`config.mk`:
```
export PLATFORM = sky130hd
export DESIGN_NAME = index_slot_bitmap_allocator
export DESIGN_NICKNAME = d
export VERILOG_FILES = /design/src/hw/rtl/isba_pkg.sv /design/src/hw/rtl/index_slot_bitmap_allocator.sv /design/src/hw/rtl/isba_ram.sv
export SDC_FILE = /design/constraint.sdc
export NUM_CORES = 1
export LEC_CHECK = 0
export ABC_AREA = 1
export BUFFER_PORTS_ARGS = -buffer_cell sky130_fd_sc_hd__buf_2
export CORE_ASPECT_RATIO = 1.4
export CORE_MARGIN = 2
export CORE_UTILIZATION = 60
export CTS_BUF_LIST = sky130_fd_sc_hd__clkbuf_4 sky130_fd_sc_hd__clkbuf_8
export CTS_CLUSTER_SIZE = 24
export DETAILED_ROUTE_END_ITERATION = 8
export PLACE_DENSITY = 0.78
export SLEW_MARGIN = 10
export SYNTH_ARGS = -nofsm -noshare
export SYNTH_HDL_FRONTEND = slang
export SYNTH_HIERARCHICAL = 1
export SYNTH_SLANG_ARGS = --single-unit
```
`constraint.sdc`:
```
create_clock -name clock -period 6.05 [get_ports clock]
set_clock_uncertainty 0.1 [all_clocks]
set_input_delay 0 -clock clock [delete_from_list [all_inputs] [get_ports clock]]
set_output_delay 0 -clock clock [all_outputs]
set_load 0.02 [all_outputs]
```
`src/hw/rtl/isba_pkg.sv`:
```
package isba_pkg;

   localparam int SLOTS   = 64;
   localparam int SLOT_AW = $clog2(SLOTS);
   localparam int SLOT_W  = 6;
   localparam int COUNT_W = 7;
   localparam int CODE_W  = 3;
   localparam int STAT_W  = 3;
   localparam int FIND_W  = 64;
   localparam int GROUP_W = 8;

   typedef logic [CODE_W-1:0]  code_type;
   typedef logic [STAT_W-1:0]  status_type;
   typedef logic [SLOT_W-1:0]  slot_type;
   typedef logic [COUNT_W-1:0] count_type;
   typedef logic [SLOTS-1:0]   map_type;

   localparam code_type OP_FIND_FREE       = 3'd0;
   localparam code_type OP_MARK_USED       = 3'd1;
   localparam code_type OP_INSERT_UNSTABLE = 3'd2;
   localparam code_type OP_ERASE_UNSTABLE  = 3'd3;
   localparam code_type OP_LOOKUP          = 3'd4;
   localparam code_type OP_CLAIM_BUILDING  = 3'd5;
   localparam code_type OP_RELEASE         = 3'd6;
   localparam code_type OP_CLEAR_ALL       = 3'd7;

   localparam code_type RC_OK        = 3'd0;
   localparam code_type RC_INVALID   = 3'd1;
   localparam code_type RC_DUPLICATE = 3'd2;
   localparam code_type RC_IN_USE    = 3'd3;
   localparam code_type RC_NOT_FOUND = 3'd4;

   localparam status_type ST_BUILDING = 3'd2;

   localparam count_type SLOT_LIMIT = COUNT_W'(SLOTS);

   // Lowest set bit of a 64-bit word, found per group of eight and then within the group.
   function automatic slot_type find_first(input logic [FIND_W-1:0] v);
      logic [GROUP_W-1:0] grp;
      logic [GROUP_W-1:0] sel;
      logic [2:0]         g;
      logic [2:0]         b;
      for (int j = 0; j < GROUP_W; j++) begin
         grp[j] = |v[j*GROUP_W +: GROUP_W];
      end
      g = '0;
      for (int j = GROUP_W - 1; j >= 0; j--) begin
         if (grp[j]) begin
            g = 3'(j);
         end
      end
      sel = v[{g, 3'b000} +: GROUP_W];
      b = '0;
      for (int j = GROUP_W - 1; j >= 0; j--) begin
         if (sel[j]) begin
            b = 3'(j);
         end
      end
      return {g, b};
   endfunction

endpackage

```
`src/hw/rtl/index_slot_bitmap_allocator.sv`:
```
// Slot allocator over 64 index slots with unique and non-unique occupancy bitmaps and a set of
// unstable entries, each with a stored status and unique flag. One request beat is accepted in
// every cycle while the response register is empty or its beat is being taken. Taking a beat
// registers the request and reads the status memory; the operation is then applied to the
// bitmaps and counters and the response is registered. That update of the bitmaps, the running
// used and unstable counters and the lowest-free-slot encoder sets the rate of one beat per
// cycle. A status written by one beat is forwarded to a lookup that follows it directly. The
// status memory is not cleared; an entry is read only after it was inserted.
module index_slot_bitmap_allocator
   import isba_pkg::*;
(
   input  logic       clock,
   input  logic       reset,
   input  logic       req_valid,
   output logic       req_ready,
   input  code_type   req_op,
   input  slot_type   req_slot,
   input  logic       req_is_unique,
   input  status_type req_entry_status,
   input  logic       req_obj_valid,
   output logic       rsp_valid,
   input  logic       rsp_ready,
   output code_type   rsp_result_code,
   output slot_type   rsp_free_slot,
   output logic       rsp_free_found,
   output logic       rsp_entry_hit,
   output status_type rsp_hit_status,
   output count_type  rsp_used_count,
   output count_type  rsp_normal_count
);

   logic       in_valid_ff;
   code_type   in_op_ff;
   slot_type   in_slot_ff;
   logic       in_uniq_ff;
   status_type in_status_ff;
   logic       in_objv_ff;

   map_type   uniq_bits_ff, uniq_bits_in;
   map_type   nonuniq_bits_ff, nonuniq_bits_in;
   map_type   unst_bits_ff, unst_bits_in;
   map_type   unst_uniq_ff, unst_uniq_in;
   count_type used_ff, used_in;
   count_type unst_ff, unst_in;

   logic       fwd_hit_ff;
   status_type fwd_data_ff;

   logic       rsp_valid_ff;
   code_type   rsp_code_ff, rsp_code_in;
   slot_type   rsp_fslot_ff, rsp_fslot_in;
   logic       rsp_ffound_ff, rsp_ffound_in;
   logic       rsp_ehit_ff, rsp_ehit_in;
   status_type rsp_hstat_ff, rsp_hstat_in;
   count_type  rsp_used_ff;
   count_type  rsp_normal_ff, rsp_normal_in;

   logic       accept;
   logic       ex_go;
   logic       slot_ok;
   map_type    one_bit;
   map_type    sel_bit;
   map_type    used_map;
   map_type    free_map;
   logic       hit;
   logic       used_at;
   logic       used_inc;
   logic       used_dec;
   logic       unst_inc;
   logic       unst_dec;
   logic       clear_all;
   logic       ram_we;
   status_type wr_data;
   status_type ram_rd;
   status_type stored_status;

   assign ex_go     = in_valid_ff && (!rsp_valid_ff || rsp_ready);
   assign req_ready = !in_valid_ff || ex_go;
   assign accept    = req_valid && req_ready;

   always_ff @(posedge clock) begin
      if (reset) begin
         in_valid_ff <= 1'b0;
      end else if (req_ready) begin
         in_valid_ff <= req_valid;
      end
      if (accept) begin
         in_op_ff     <= req_op;
         in_slot_ff   <= req_slot;
         in_uniq_ff   <= req_is_unique;
         in_status_ff <= req_entry_status;
         in_objv_ff   <= req_obj_valid;
      end
   end

   // Status memory: read when the request beat is taken, written when an entry is created.
   isba_ram #(
      .WIDTH(STAT_W),
      .DEPTH(SLOTS)
   ) u_status_ram (
      .clock  (clock),
      .wr_en  (ex_go && ram_we),
      .wr_addr(in_slot_ff[SLOT_AW-1:0]),
      .wr_data(wr_data),
      .rd_en  (accept),
      .rd_addr(req_slot[SLOT_AW-1:0]),
      .rd_data(ram_rd)
   );

   always_ff @(posedge clock) begin
      if (reset) begin
         fwd_hit_ff <= 1'b0;
      end else if (accept) begin
         fwd_hit_ff <= ex_go && ram_we
                       && (in_slot_ff[SLOT_AW-1:0] == req_slot[SLOT_AW-1:0]);
      end
      if (accept) begin
         fwd_data_ff <= wr_data;
      end
   end

   assign stored_status = fwd_hit_ff ? fwd_data_ff : ram_rd;

   assign one_bit  = {{(SLOTS-1){1'b0}}, 1'b1};
   assign slot_ok  = {1'b0, in_slot_ff} < SLOT_LIMIT;
   assign sel_bit  = slot_ok ? (one_bit << in_slot_ff) : '0;
   assign used_map = uniq_bits_ff | nonuniq_bits_ff;
   assign free_map = ~used_map;
   assign hit      = |(unst_bits_ff & sel_bit);
   assign used_at  = |(used_map & sel_bit);
   assign wr_data  = (in_op_ff == OP_CLAIM_BUILDING) ? ST_BUILDING : in_status_ff;

   always_comb begin
      rsp_code_in     = RC_OK;
      rsp_fslot_in    = '0;
      rsp_ffound_in   = 1'b0;
      rsp_ehit_in     = 1'b0;
      rsp_hstat_in    = '0;
      uniq_bits_in    = uniq_bits_ff;
      nonuniq_bits_in = nonuniq_bits_ff;
      unst_bits_in    = unst_bits_ff;
      unst_uniq_in    = unst_uniq_ff;
      used_inc        = 1'b0;
      used_dec        = 1'b0;
      unst_inc        = 1'b0;
      unst_dec        = 1'b0;
      clear_all       = 1'b0;
      ram_we          = 1'b0;
      if (in_op_ff != OP_FIND_FREE && in_op_ff != OP_CLEAR_ALL && !slot_ok) begin
         rsp_code_in = RC_INVALID;
      end else begin
         case (in_op_ff)
            OP_FIND_FREE: begin
               if (free_map == '0) begin
                  rsp_code_in = RC_NOT_FOUND;
               end else begin
                  rsp_fslot_in  = find_first(FIND_W'(free_map));
                  rsp_ffound_in = 1'b1;
               end
            end
            OP_MARK_USED: begin
               used_inc = !used_at;
               if (in_uniq_ff) begin
                  uniq_bits_in = uniq_bits_ff | sel_bit;
               end else begin
                  nonuniq_bits_in = nonuniq_bits_ff | sel_bit;
               end
            end
            OP_INSERT_UNSTABLE, OP_CLAIM_BUILDING: begin
               if (!in_objv_ff
                   || (in_op_ff == OP_INSERT_UNSTABLE && in_status_ff < ST_BUILDING)) begin
                  rsp_code_in = RC_INVALID;
               end else if (in_op_ff == OP_CLAIM_BUILDING && used_at) begin
                  rsp_code_in = RC_IN_USE;
               end else if (hit) begin
                  rsp_code_in = RC_DUPLICATE;
               end else begin
                  ram_we       = 1'b1;
                  unst_inc     = 1'b1;
                  unst_bits_in = unst_bits_ff | sel_bit;
                  unst_uniq_in = in_uniq_ff ? (unst_uniq_ff | sel_bit)
                                            : (unst_uniq_ff & ~sel_bit);
                  if (in_op_ff == OP_CLAIM_BUILDING) begin
                     used_inc = 1'b1;
                     if (in_uniq_ff) begin
                        uniq_bits_in = uniq_bits_ff | sel_bit;
                     end else begin
                        nonuniq_bits_in = nonuniq_bits_ff | sel_bit;
                     end
                  end
               end
            end
            OP_ERASE_UNSTABLE, OP_LOOKUP, OP_RELEASE: begin
               if (!hit) begin
                  rsp_code_in = RC_NOT_FOUND;
               end else if (in_op_ff == OP_LOOKUP) begin
                  rsp_ehit_in  = 1'b1;
                  rsp_hstat_in = stored_status;
               end else begin
                  rsp_ehit_in  = 1'b1;
                  unst_dec     = 1'b1;
                  unst_bits_in = unst_bits_ff & ~sel_bit;
                  unst_uniq_in = unst_uniq_ff & ~sel_bit;
                  if (in_op_ff == OP_RELEASE) begin
                     if (|(unst_uniq_ff & sel_bit)) begin
                        uniq_bits_in = uniq_bits_ff & ~sel_bit;
                        used_dec     = |(uniq_bits_ff & sel_bit)
                                       && !(|(nonuniq_bits_ff & sel_bit));
                     end else begin
                        nonuniq_bits_in = nonuniq_bits_ff & ~sel_bit;
                        used_dec        = |(nonuniq_bits_ff & sel_bit)
                                          && !(|(uniq_bits_ff & sel_bit));
                     end
                  end
               end
            end
            OP_CLEAR_ALL: begin
               clear_all = 1'b1;
            end
            default: begin
               rsp_code_in = RC_INVALID;
            end
         endcase
      end
      if (clear_all) begin
         uniq_bits_in    = '0;
         nonuniq_bits_in = '0;
         unst_bits_in    = '0;
         unst_uniq_in    = '0;
         used_in         = '0;
         unst_in         = '0;
      end else begin
         used_in = used_ff + COUNT_W'(used_inc) - COUNT_W'(used_dec);
         unst_in = unst_ff + COUNT_W'(unst_inc) - COUNT_W'(unst_dec);
      end
      rsp_normal_in = (used_in > unst_in) ? (used_in - unst_in) : '0;
   end

   always_ff @(posedge clock) begin
      if (reset) begin
         uniq_bits_ff    <= '0;
         nonuniq_bits_ff <= '0;
         unst_bits_ff    <= '0;
         unst_uniq_ff    <= '0;
         used_ff         <= '0;
         unst_ff         <= '0;
      end else if (ex_go) begin
         uniq_bits_ff    <= uniq_bits_in;
         nonuniq_bits_ff <= nonuniq_bits_in;
         unst_bits_ff    <= unst_bits_in;
         unst_uniq_ff    <= unst_uniq_in;
         used_ff         <= used_in;
         unst_ff         <= unst_in;
      end
   end

   always_ff @(posedge clock) begin
      if (reset) begin
         rsp_valid_ff <= 1'b0;
      end else if (ex_go) begin
         rsp_valid_ff <= 1'b1;
      end else if (rsp_ready) begin
         rsp_valid_ff <= 1'b0;
      end
      if (ex_go) begin
         rsp_code_ff   <= rsp_code_in;
         rsp_fslot_ff  <= rsp_fslot_in;
         rsp_ffound_ff <= rsp_ffound_in;
         rsp_ehit_ff   <= rsp_ehit_in;
         rsp_hstat_ff  <= rsp_hstat_in;
         rsp_used_ff   <= used_in;
         rsp_normal_ff <= rsp_normal_in;
      end
   end

   assign rsp_valid        = rsp_valid_ff;
   assign rsp_result_code  = rsp_code_ff;
   assign rsp_free_slot    = rsp_fslot_ff;
   assign rsp_free_found   = rsp_ffound_ff;
   assign rsp_entry_hit    = rsp_ehit_ff;
   assign rsp_hit_status   = rsp_hstat_ff;
   assign rsp_used_count   = rsp_used_ff;
   assign rsp_normal_count = rsp_normal_ff;

   a_used_count: assert property (@(posedge clock) disable iff (reset)
      used_ff == COUNT_W'($countones(uniq_bits_ff | nonuniq_bits_ff)))
      else $error("used counter disagrees with the occupancy bitmaps");

   a_unstable_count: assert property (@(posedge clock) disable iff (reset)
      unst_ff == COUNT_W'($countones(unst_bits_ff)))
      else $error("unstable counter disagrees with the entry bitmap");

   a_unique_flag: assert property (@(posedge clock) disable iff (reset)
      (unst_uniq_ff & ~unst_bits_ff) == '0)
      else $error("unique flag set for a slot without an entry");

   a_normal_bound: assert property (@(posedge clock) disable iff (reset)
      rsp_valid_ff |-> rsp_normal_ff <= rsp_used_ff)
      else $error("normal count exceeds used count");

endmodule

```
`src/hw/rtl/isba_ram.sv`:
```
module isba_ram #(
   parameter int WIDTH = 8,
   parameter int DEPTH = 64
) (
   input  logic                     clock,
   input  logic                     wr_en,
   input  logic [$clog2(DEPTH)-1:0] wr_addr,
   input  logic [WIDTH-1:0]         wr_data,
   input  logic                     rd_en,
   input  logic [$clog2(DEPTH)-1:0] rd_addr,
   output logic [WIDTH-1:0]         rd_data
);

   logic [WIDTH-1:0] mem_ff [DEPTH];
   logic [WIDTH-1:0] rd_data_ff;

   always_ff @(posedge clock) begin
      if (wr_en) begin
         mem_ff[wr_addr] <= wr_data;
      end
      if (rd_en) begin
         rd_data_ff <= mem_ff[rd_addr];
      end
   end

   assign rd_data = rd_data_ff;

endmodule
```
# Yosys cells after proc, flatten, opt, wreduce, memory -nomap -nowiden

Memory sizes are Yosys's and may differ from the RTL's. A register that Yosys moved wholly into a read port is not among the register bits.
Cells that the tools add are included.

Magnitude comparators: 2
Equality and inequality tests: 17
$add $sub $neg: 5
Shifts and indexed selects: 2
Reductions and logical operators: 45
Multiplexer cells: 88
Bitwise logic cells: 17

Operators by type and width:

| operator             | number |
|---|---|
| $mux 64              | 33 |
| $and 64x64->64       | 9 |
| $pmux 64 s3          | 2 |
| $or 64x64->64        | 5 |
| $reduce_or 64->1     | 5 |
| $pmux 64 s2          | 2 |
| $not 64->64          | 2 |
| $logic_not 64->1     | 1 |
| $reduce_or 8->1      | 8 |
| $shiftx 64x7->8      | 1 |
| $shl 1x6->64 const A | 1 |
| $mux 3               | 18 |
| $ne 3x3->1 const B   | 9 |
| $mux 1               | 24 |
| $reduce_and 10->1    | 2 |
| $add 7x1->7          | 2 |
| $mux 7               | 2 |
| $sub 7x1->7          | 2 |
| $eq 3x3->1 const B   | 4 |
| $mux 2               | 5 |
| $pmux 3 s3           | 1 |
| $logic_and 1x1->1    | 8 |
| $gt 7x7->1           | 1 |
| $reduce_and 7->1     | 1 |
| other kinds (18)     | 28 |

Bits of input ports: 18
RAM bits: 192
Memories: 1
Register bits: 318

Memory list:

| name                | words | bits a word | read ports | clocked after memory_dff | write ports | RTL line       | RTL |
|---|---|---|---|---|---|---|---|
| u_status_ram.mem_ff | 64    | 3           | 1          | 1                        | 1           | isba_ram.sv:14 | `logic [WIDTH-1:0] mem_ff [DEPTH];` |

# Logic depth before layout (Yosys ltp)

Depth after elaboration: 21
Gate-level depth with buffers: 37
Gate-level depth less buffers: 36

# By module

The synthesis kept the hierarchy.

By module, submodules not included:

| module                      | cells an instance | area an instance (um^2) | instances |
|---|---|---|---|
| index_slot_bitmap_allocator | 2,898             | 19,424.9                | 1 |
| isba_ram                    | 751               | 8,256.7                 | 1 |

# Least setup slack after synthesis

Ideal clock, no wire load.

Kind: register -> register
Start point: register in_slot_ff[4]
End point: register rsp_normal_ff[2] (netlist: rsp_normal_count[2]), data pin
Stages on the path, launching flop included: 31
Library setup time: 284 ps
Data arrival time: 4,597 ps
Buffers on the path: 4
Required time: 5,666 ps
Clock period less this slack: 4,981 ps
Path slack: 1,069 ps
Cells stage by stage: edfxtp_1 -> buf_6 -> buf_6 -> buf_4 -> nand3_1 -> buf_2 -> o22ai_1 -> nor4_1 -> nand2_1 -> nor2_1 -> nand2_1 -> nand2_1 -> nand2_1 -> nor2_1 -> a21oi_1 -> ha_1 -> inv_1 -> ha_1 -> fa_1 -> nand3_1 -> and2_1 -> nor2_1 -> o21a_1 -> nor2_1 -> nand2_1 -> nand2_1 -> nor2_1 -> ha_1 -> inv_1 -> o32ai_1 -> nor3b_1

Cells in the longest elaborated chain, start to end: 13
Elaborated cells on any way between the ends: 40

RTL lines:

| element                                                             | RTL line                           | RTL |
|---|---|---|
| start, declared                                                     | index_slot_bitmap_allocator.sv:34  | `slot_type in_slot_ff;` |
| start signal, assigned                                              | index_slot_bitmap_allocator.sv:89  | `in_slot_ff <= req_slot;` |
| $shl 1x6->64 *                                                      | index_slot_bitmap_allocator.sv:126 | `assign sel_bit = slot_ok ? (one_bit << in_slot_ff) : '0;` |
| parallel branches: the longest is 9 deep, another holds $add 7x1->7 | n/a                                |  |
| $sub 7x1->7 *                                                       | index_slot_bitmap_allocator.sv:233 | `used_in = used_ff + COUNT_W'(used_inc) - COUNT_W'(used_dec);` |
| $mux 7 *                                                            | index_slot_bitmap_allocator.sv:225 | `if (clear_all) begin` |
| via used_in[6]                                                      | index_slot_bitmap_allocator.sv:43  | `count_type used_ff, used_in;` |
| $gt 7x7->1 *                                                        | index_slot_bitmap_allocator.sv:236 | `rsp_normal_in = (used_in > unst_in) ? (used_in - unst_in) : '0;` |
| end signal, assigned                                                | index_slot_bitmap_allocator.sv:272 | `rsp_normal_ff <= rsp_normal_in;` |
| end, declared                                                       | index_slot_bitmap_allocator.sv:56  | `count_type rsp_normal_ff, rsp_normal_in;` |

Mark *: on every way through the listed nets, which the timed path passes.
A chain may end at the register's enable or synchronous reset.

# Final worst setup path

Start point: register in_slot_ff[0]
End point: register rsp_normal_ff[0] (netlist: rsp_normal_count[0]), data pin

Same word-level chain as after synthesis.

==> results.sh <==
export IMPL_grt_pass1_wl_mm=144.3
export IMPL_setup_viol=0
export IMPL_timing_rr_end="rsp_normal_count[0]"
export IMPL_synth_seq_cells=513
export IMPL_drc_errors=0
export IMPL_grt_pass1_vias=25990
export IMPL_antenna_found_initial=1
export IMPL_syn_area_mm2=0.02768
export IMPL_min_period_ns=5.872
export IMPL_p_per_area_mw_per_mm2=254.6
export IMPL_final_nets=3776
export IMPL_cp_depth=32
export IMPL_power_mw=7.844
export IMPL_crit_path_end_kind="register"
export IMPL_clock_path_buffers=3
export IMPL_start_util_pct=60.53
export IMPL_placed_cell_area_mm2=0.02877
export IMPL_holdWs_ns=0.07380
export IMPL_async_reset_ff_share_pct=0
export IMPL_max_cap_violations=0
export IMPL_cp_num_buf_inv=6
export IMPL_postSynthCellCount=3649
export IMPL_die_h_um=258.1
export IMPL_cts_sinks=513
export IMPL_cts_max_level=3
export IMPL_rows=93
export IMPL_max_vdd_ir_drop_v=0.0004273
export IMPL_yosys_most_used_dff="dfxtp_1"
export IMPL_viasPerCell=6.154
export IMPL_r2r_start="in_slot_ff[0]"
export IMPL_die_w_um=185.5
export IMPL_cp_arrival_ns=6.22
export IMPL_dr_pass1_iters=6
export IMPL_setup_worst_path_start_class="register"
export IMPL_drt_wl_total_mm=95.88
export IMPL_drv_slew=0
export IMPL_synth_edf_count=240
export IMPL_clock_latency_ns=0.69
export IMPL_cpPeakStageDelay_ns=0.48
export IMPL_slowest_stage="nor4_2"
export IMPL_vias=27160
export IMPL_coreArea_mm2=0.04573
export IMPL_swShare_pct=27.06
export IMPL_period_share_pct=97.06
export IMPL_cts_tree="yes"
export IMPL_synth_seq_area_share_pct=45.78
export IMPL_root_buffer="clkbuf_8"
export IMPL_combPwrFrac_pct=11.8
export IMPL_dp_hpwl_mm=64.92
export IMPL_grt_overflow_total=0
export IMPL_drtIter0Drc=2722
export IMPL_worstMarginPinSlew_ns=1.102
export IMPL_hold_violations=0
export IMPL_numPortBuffers=47
export IMPL_p_leak_nw=11.34
export IMPL_io_pins=48
export IMPL_p_clk_share_pct=40.5
export IMPL_fin_area_mm2=0.03081
export IMPL_hp_class="primary input to register"
export IMPL_drive_gt1_share_pct=12.01
export IMPL_ff2ff_setup_slack_ns=0.18
export IMPL_grt_start_max_net_pins=200
export IMPL_area_growth_pct=11.30
export IMPL_power_internal_mw=5.721
export IMPL_max_freq_mhz=170.3
export IMPL_ant_nets=0
export IMPL_status="complete, no violations"
export IMPL_syn_area_per_cell_um2=7.586
export IMPL_die_area_mm2=0.04789
export IMPL_crit_type="register to register"
export IMPL_path_common_cell="nor2_1"
export IMPL_routabilityCongestion=1.000
export IMPL_min_to="in_slot_ff[5]"
export IMPL_worstHoldPathCells=2
export IMPL_syn_nets=3691
export IMPL_critPathTopFamily="simple AND/OR/NAND/NOR gates"
export IMPL_cp_max_fo=7
export IMPL_min_from="req_slot[5]"
export IMPL_crit_required_ns=6.39
export IMPL_numCtsBuffers=81
export IMPL_pwr_share_seq_pct=47.6
export IMPL_slew_headroom_pct=26.51
export IMPL_avgRoutedWirePerCell_um=21.72
export IMPL_worstRegToRegCells=32
export IMPL_clkSlewWorstSetupHoldPaths_ns=0.06
export IMPL_gr_usage_all_layers_pct=39.49
export IMPL_switchingPower_mw=2.122
export IMPL_yosys_warnings=6
export IMPL_synth_cell_type_count=54
==> synthesized netlist by cell type (22+ instances only) <==
cell,instances,area [um2]
nand2_1,658,2470
nor2_1,549,2061
nand3_1,353,1767
inv_1,340,1276
a21oi_1,298,1491
dfxtp_1,273,5465
edfxtp_1,240,7207
o21ai_0,189,945.9
a211oi_1,122,915.9
clkbuf_1,87,326.6
o22ai_1,85,531.8
buf_2,71,355.3
nor3_1,57,285.3
o21ai_1,41,205.2
nand3_2,35,350.3
inv_2,30,112.6
nand4_1,28,175.2
buf_4,22,165.2
==> kinds of logic after synthesis <==
family	after synthesis	synth area share [%]
adders and majority gates	24	1.166
buffers and inverters	586	9.194
xor gates and xnor gates	9	0.2848
and+or+nand+nor	1745	27.71
AOI/OAI and AO/OA	769	15.76
muxes	3	0.1085
DFF	513	45.78
==> state kept, by name, summed over array words and instances, names as in the netlist <==
name                  count
fwd_data_ff               3
fwd_hit_ff                1
in_objv_ff                1
in_op_ff                  3
in_slot_ff                6
in_status_ff              3
in_uniq_ff                1
in_valid_ff               1
nonuniq_bits_ff          64
rsp_entry_hit             1
rsp_free_found            1
rsp_free_slot             6
rsp_hit_status            3
rsp_normal_count          7
rsp_result_code           3
rsp_used_count            7
rsp_valid                 1
u_status_ram/mem_ff     192
u_status_ram/rd_data      3
uniq_bits_ff             64
unst_bits_ff             64
unst_ff                   7
unst_uniq_ff             64
used_ff                   7
==> metrics by stage <==
stage | instances | utilization [%] | setup TNS, ns | setup WS, ns
after floorplan | 3649 | - | 0 | 1.069
after global placement | 4241 | 62.90 | 0 | 0.2269
after detailed placement | 4241 | 62.90 | 0 | 0.1475
after CTS | 4410 | 67.20 | 0 | 0.1270
after global routing | 4414 | 67.37 | -0.2131 | -0.03974
final | 4414 | 67.37 | 0 | 0.1778
==> metal layers <==
layer	track usage, %	vias to the layer above	share of wire [%]	routed length [um]
met5	0	-	0	0
met4	27.73	0	7.5	7169
met3	5.824	363	7.9	7583
met2	67.73	1565	50	47470
met1	44.90	12720	35	33660
li1	-	12520	-	-
==> worst reg2reg max path, delay by kind of cell, from the launching register on <==
family	cells	cell delay, ns
AO/OA/AOI/OAI	3	0.58
adder cells (fa/ha/maj)	4	1.25
buffers and inverters	6	0.82
flip-flops	1	0.43
AND/OR/NAND/NOR	19	2.45
==> power by group through the flow <==
stage / registers, mW / logic, mW / clock network (mW)
after floorplan: 3.83 / 0.590 / 0
after global placement: 3.81 / 0.864 / 0
after detailed placement: 3.81 / 0.884 / 0
after CTS: 3.74 / 0.900 / 3.20
after global routing: 3.74 / 0.998 / 3.34
final: 3.74 / 0.928 / 3.18
==> cells in the final DEF (no fill, tap or decap), drive strengths merged, types with 8 or more instances in the layout <==
cell type      n
o22ai         85
nand2        665
nand3        391
clkinv        22
nor4          11
dlygate4sd3   24
a21oi        299
clkbuf       116
nand4         30
edfxtp       240
buf          186
nor3          58
o21ai        230
ha            21
inv          375
a211oi       122
xor2           8
o2111ai        8
o211ai         9
dfxtp        273
nor2         577
==> area by class of cell <==
| class | count | area (um2) |
|---|---|---|
| diodes | 1 | 2.502 |
| clock buffers | 116 | 1428 |
| clock inverters | 29 | 299.0 |
| fillers | 3877 | 14920 |
| inverters | 378 | 1444 |
| multi-input cells | 2550 | 12580 |
| flip-flops and latches | 513 | 12670 |
| well taps | 617 | 772.0 |
| repair buffers | 210 | 1613 |
==> repair_timing <==
action,in CTS,in global routing
resized for setup,0,13
endpoints found under the setup margin,0,7
hold endpoints to repair,75,0
hold buffers,24,0
setup buffers,0,3
==> worst max-delay path by stage <==
| stage | endpoint | slack (ns) | startpoint |
|---|---|---|---|
| after floorplan | rsp_normal_count[2] | 1.07 | in_slot_ff[4] |
| after global placement | rsp_normal_count[2] | 0.23 | in_slot_ff[5] |
| after global routing | rsp_normal_count[2] | -0.04 | in_slot_ff[2] |
| final | rsp_normal_count[0] | 0.18 | in_slot_ff[0] |
| after CTS | rsp_normal_count[2] | 0.13 | in_slot_ff[5] |
| after detailed placement | rsp_normal_count[2] | 0.15 | in_slot_ff[5] |
Power figures use the tool's default switching activity.
